===== config.mk =====
export PLATFORM = sky130hd
export DESIGN_NAME = dst_ram
export DESIGN_NICKNAME = d
export VERILOG_FILES = /design/src/rtl/core/dst_ram.sv
export SDC_FILE = /design/constraint.sdc
export NUM_CORES = 1
export LEC_CHECK = 0
export BUFFER_PORTS_ARGS = -buffer_cell sky130_fd_sc_hd__buf_4
export CORE_MARGIN = 10
export CORE_UTILIZATION = 42
export DETAILED_ROUTE_END_ITERATION = 12
export SYNTH_ARGS = -nofsm -noshare
export SYNTH_HDL_FRONTEND = slang
export SYNTH_SLANG_ARGS = --single-unit
export TNS_END_PERCENT = 20

===== constraint.sdc =====
create_clock -name clk -period 2.1 [get_ports clk]
set_input_delay 0.21 -clock clk [delete_from_list [all_inputs] [get_ports clk]]
set_output_delay 0.21 -clock clk [all_outputs]
set_load 0.01 [all_outputs]

===== src/rtl/core/dst_ram.sv =====
// ----------------------------------------------------------------------------
// dst_ram
// Generic simple dual-port RAM: one write port, one read port with a
// registered read that holds its data until the next read.
// ----------------------------------------------------------------------------
module dst_ram #(
  parameter int WIDTH = 8,
  parameter int DEPTH = 16
) (
  input  logic                     clk,
  input  logic                     we,
  input  logic [$clog2(DEPTH)-1:0] waddr,
  input  logic [WIDTH-1:0]         wdata,
  input  logic                     re,
  input  logic [$clog2(DEPTH)-1:0] raddr,
  output logic [WIDTH-1:0]         rdata
);

  logic [WIDTH-1:0] mem [DEPTH];
  logic [WIDTH-1:0] rdata_r;

  // Write port
  always_ff @(posedge clk) begin
    if (we) begin
      mem[waddr] <= wdata;
    end
  end

  // Registered read, held between reads
  always_ff @(posedge clk) begin
    if (re) begin
      rdata_r <= mem[raddr];
    end
  end

  assign rdata = rdata_r;

endmodule


==> flow_summary.toml <==
[status]
status = "finished, final reports clean"

[global_routing]
grt_pass1_wl_um = 15800
grt.total_usage_pct = 12.3
first_global_vias = 2593
grt_max_degree = 24
grt.overflow.total = 0
antenna_found_initial = 0

[pwr]
p_comb_share_pct = 4.8
seqPwrFrac_pct = 49.6
p_per_area_nw_per_um2 = 987
switching_share_pct = 19.0
vdd_ir_drop_max_mv = 0.649
cellLeakagePower_nw = 2.13
power.switching_w = 0.00118
internal_power_w = 0.00503
p_clk_share_pct = 45.6

[timing]
relSlewSlack_pct = 72.8
post-route-period-util_pct = 73.2
setup_viol = 0
slew_violations = 0
rsz0062_at_grt = "false"
skew_ns = 0.0103
tns_ns = 0
hold_viol = 0
setup_ws_ns = 0.564
period_needed_ns = 1.54
fmax_mhz = 651
tightest_slew_ns = 0.409

[place]
dpl.hpwl_um = 6530
port_buffers = 26
gp_congestion = 0.733
dp_cells = 435
preCtsSetupSlack_ns = 0.204

[clocking]
cts_root_buf = "clkbuf_16"
cts_setup_buffers = 0
ctsResizeCount = 0
cts_hold_buf = 0
clkTransAtPathRegs_ns = 0.06
cts.path.max_buffers = 2
clkSinkCount = 136
cts_tree = "built"
htreeDepth = 4
cts_buffers = 17
insertion_delay_ns = 0.41

[logic_synthesis]
ys_ff_latch = 136
syn_inst = 229
synthArstFlopShare_pct = 0
syn_area_um2 = 5230
synth_edf_count = 136
syn_nets = 248
yosysWarnings = 0
ys_types = 18
synth-main-ff-cell = "edfxtp_1"
ys_seq_area_share_pct = 78.1
synth_area_per_cell_um2 = 22.8

[critical_path]
path_class = "reg2reg"
cp_data_required_time_ns = 2.26
critPathLaunchType = "register"
worst_setup_path_end_kind = "register"
critPathArrivalTime_ns = 1.69
crit_fanout = 1

[cells_and_area]
multiInputGateArea_um2 = 1060
final_nets = 305
diodes = 0
area_delta_synth_final_pct = 20.3
regArea_um2 = 4080
num-fill-cells = 975
stdcell_count = 466
final_layout_size_suffix_gt1_share_pct = 31.2

[detailed_routing]
drc = 0
vias = 2451
ant_nets = 0
viasPerCell = 5.26
drtIter0Drc = 251
wl_per_cell_um = 22.1
first_pass_iters = 4
postRouteWirelength_um = 10300

[flow_run]
drv_cap = 0

[floorplanning]
die_area_um2 = 17300
io_pins = 27
die_w_um = 132
fp-row-count = 40
start_util_pct = 43.2
die_h_um = 132
core_area_um2 = 12100

[worst_hold_path]
worstHoldPathType = "in2reg"
final timing paths:
check | slack [ns] | endpoint | cells after the start | from
setup / recovery | 0.56 | rdata[3] | 3 | mem[1][3]
hold / removal | 0.11 | mem[15][4] | 1 | wdata[4]
setup reg to reg | 0.56 | rdata[3] | 3 | mem[1][3]
hold reg to reg | 0.76 | rdata[6] | 3 | mem[14][6]
sequential cells by signal (all words and copies together), names as in the netlist:
register	count
rdata	8
mem	128
power by group through the flow:
stage / logic (W) / registers (W) / clock network [W]
detailed placement: 0.000308 / 0.00313 / 0
finish: 0.000301 / 0.00308 / 0.00283
CTS: 0.000309 / 0.00308 / 0.00287
floorplan: 0.000154 / 0.00313 / 0
global route: 0.000329 / 0.00308 / 0.00298
global placement: 0.000302 / 0.00313 / 0
synth_stat cells (2+ instances only):
cell	count	area [um2]
edfxtp_1	136	4080
buf_2	3	15.0
mux4_2	18	405
clkdlybuf4s25_2	3	30.0
nor2_1	13	48.8
nand2b_1	2	12.5
a22oi_1	16	120
mux4_1	14	368
nand2_1	9	33.8
nand3b_1	2	15.0
nor3_1	4	20.0
buf_6	3	33.8
per-layer routing:
metal,routed length [um],track usage [%]
met1,4660,17.2
met2,4850,17.9
met3,686,3.35
met4,102,4.82
met5,0,0
cell type report:
class / count / area share [%]
timing repair buffer: 48 / 5.93
clock buffer: 19 / 6.88
multi-input combinational: 83 / 16.8
clock inverter: 12 / 2.13
tap: 168 / 3.34
sequential: 136 / 64.9
cell usage in the layout (no fill, tap or decap), drive strengths merged:
cell	n
a22oi	16
and2	1
and2b	1
buf	48
bufinv	3
clkbuf	19
clkinv	8
clkinvlp	1
edfxtp	136
mux4	32
nand2	9
nand2b	2
nand3	1
nand3b	2
nor2	13
nor2b	1
nor3	4
or3b	1
metrics by stage:
step                total power, W  hold WS (ns)  utilization [%]  instance area (um2)
floorplan                  0.00329         0.309                -                 5230
global placement           0.00343         0.519             47.3                 5720
finish                     0.00621         0.107             51.9                 6290
detailed placement         0.00344         0.531             47.3                 5720
CTS                        0.00626         0.106             51.9                 6290
global route               0.00639         0.105             51.9                 6290
worst max-delay path, stage by stage (launching register included):
cell      delay (ns)
edfxtp_1        0.35
mux4_1          0.52
a22oi_1         0.33
nand2_1         0.09
kinds of logic after synthesis:
kind of cell    Yosys count  share of synthesized area, %
flops                   136                          78.1
simple gates             35                          3.14
mux                      32                          14.8
compound gates           16                          2.30
buf+inv                  10                          1.65
Power figures use the tool's default switching activity.
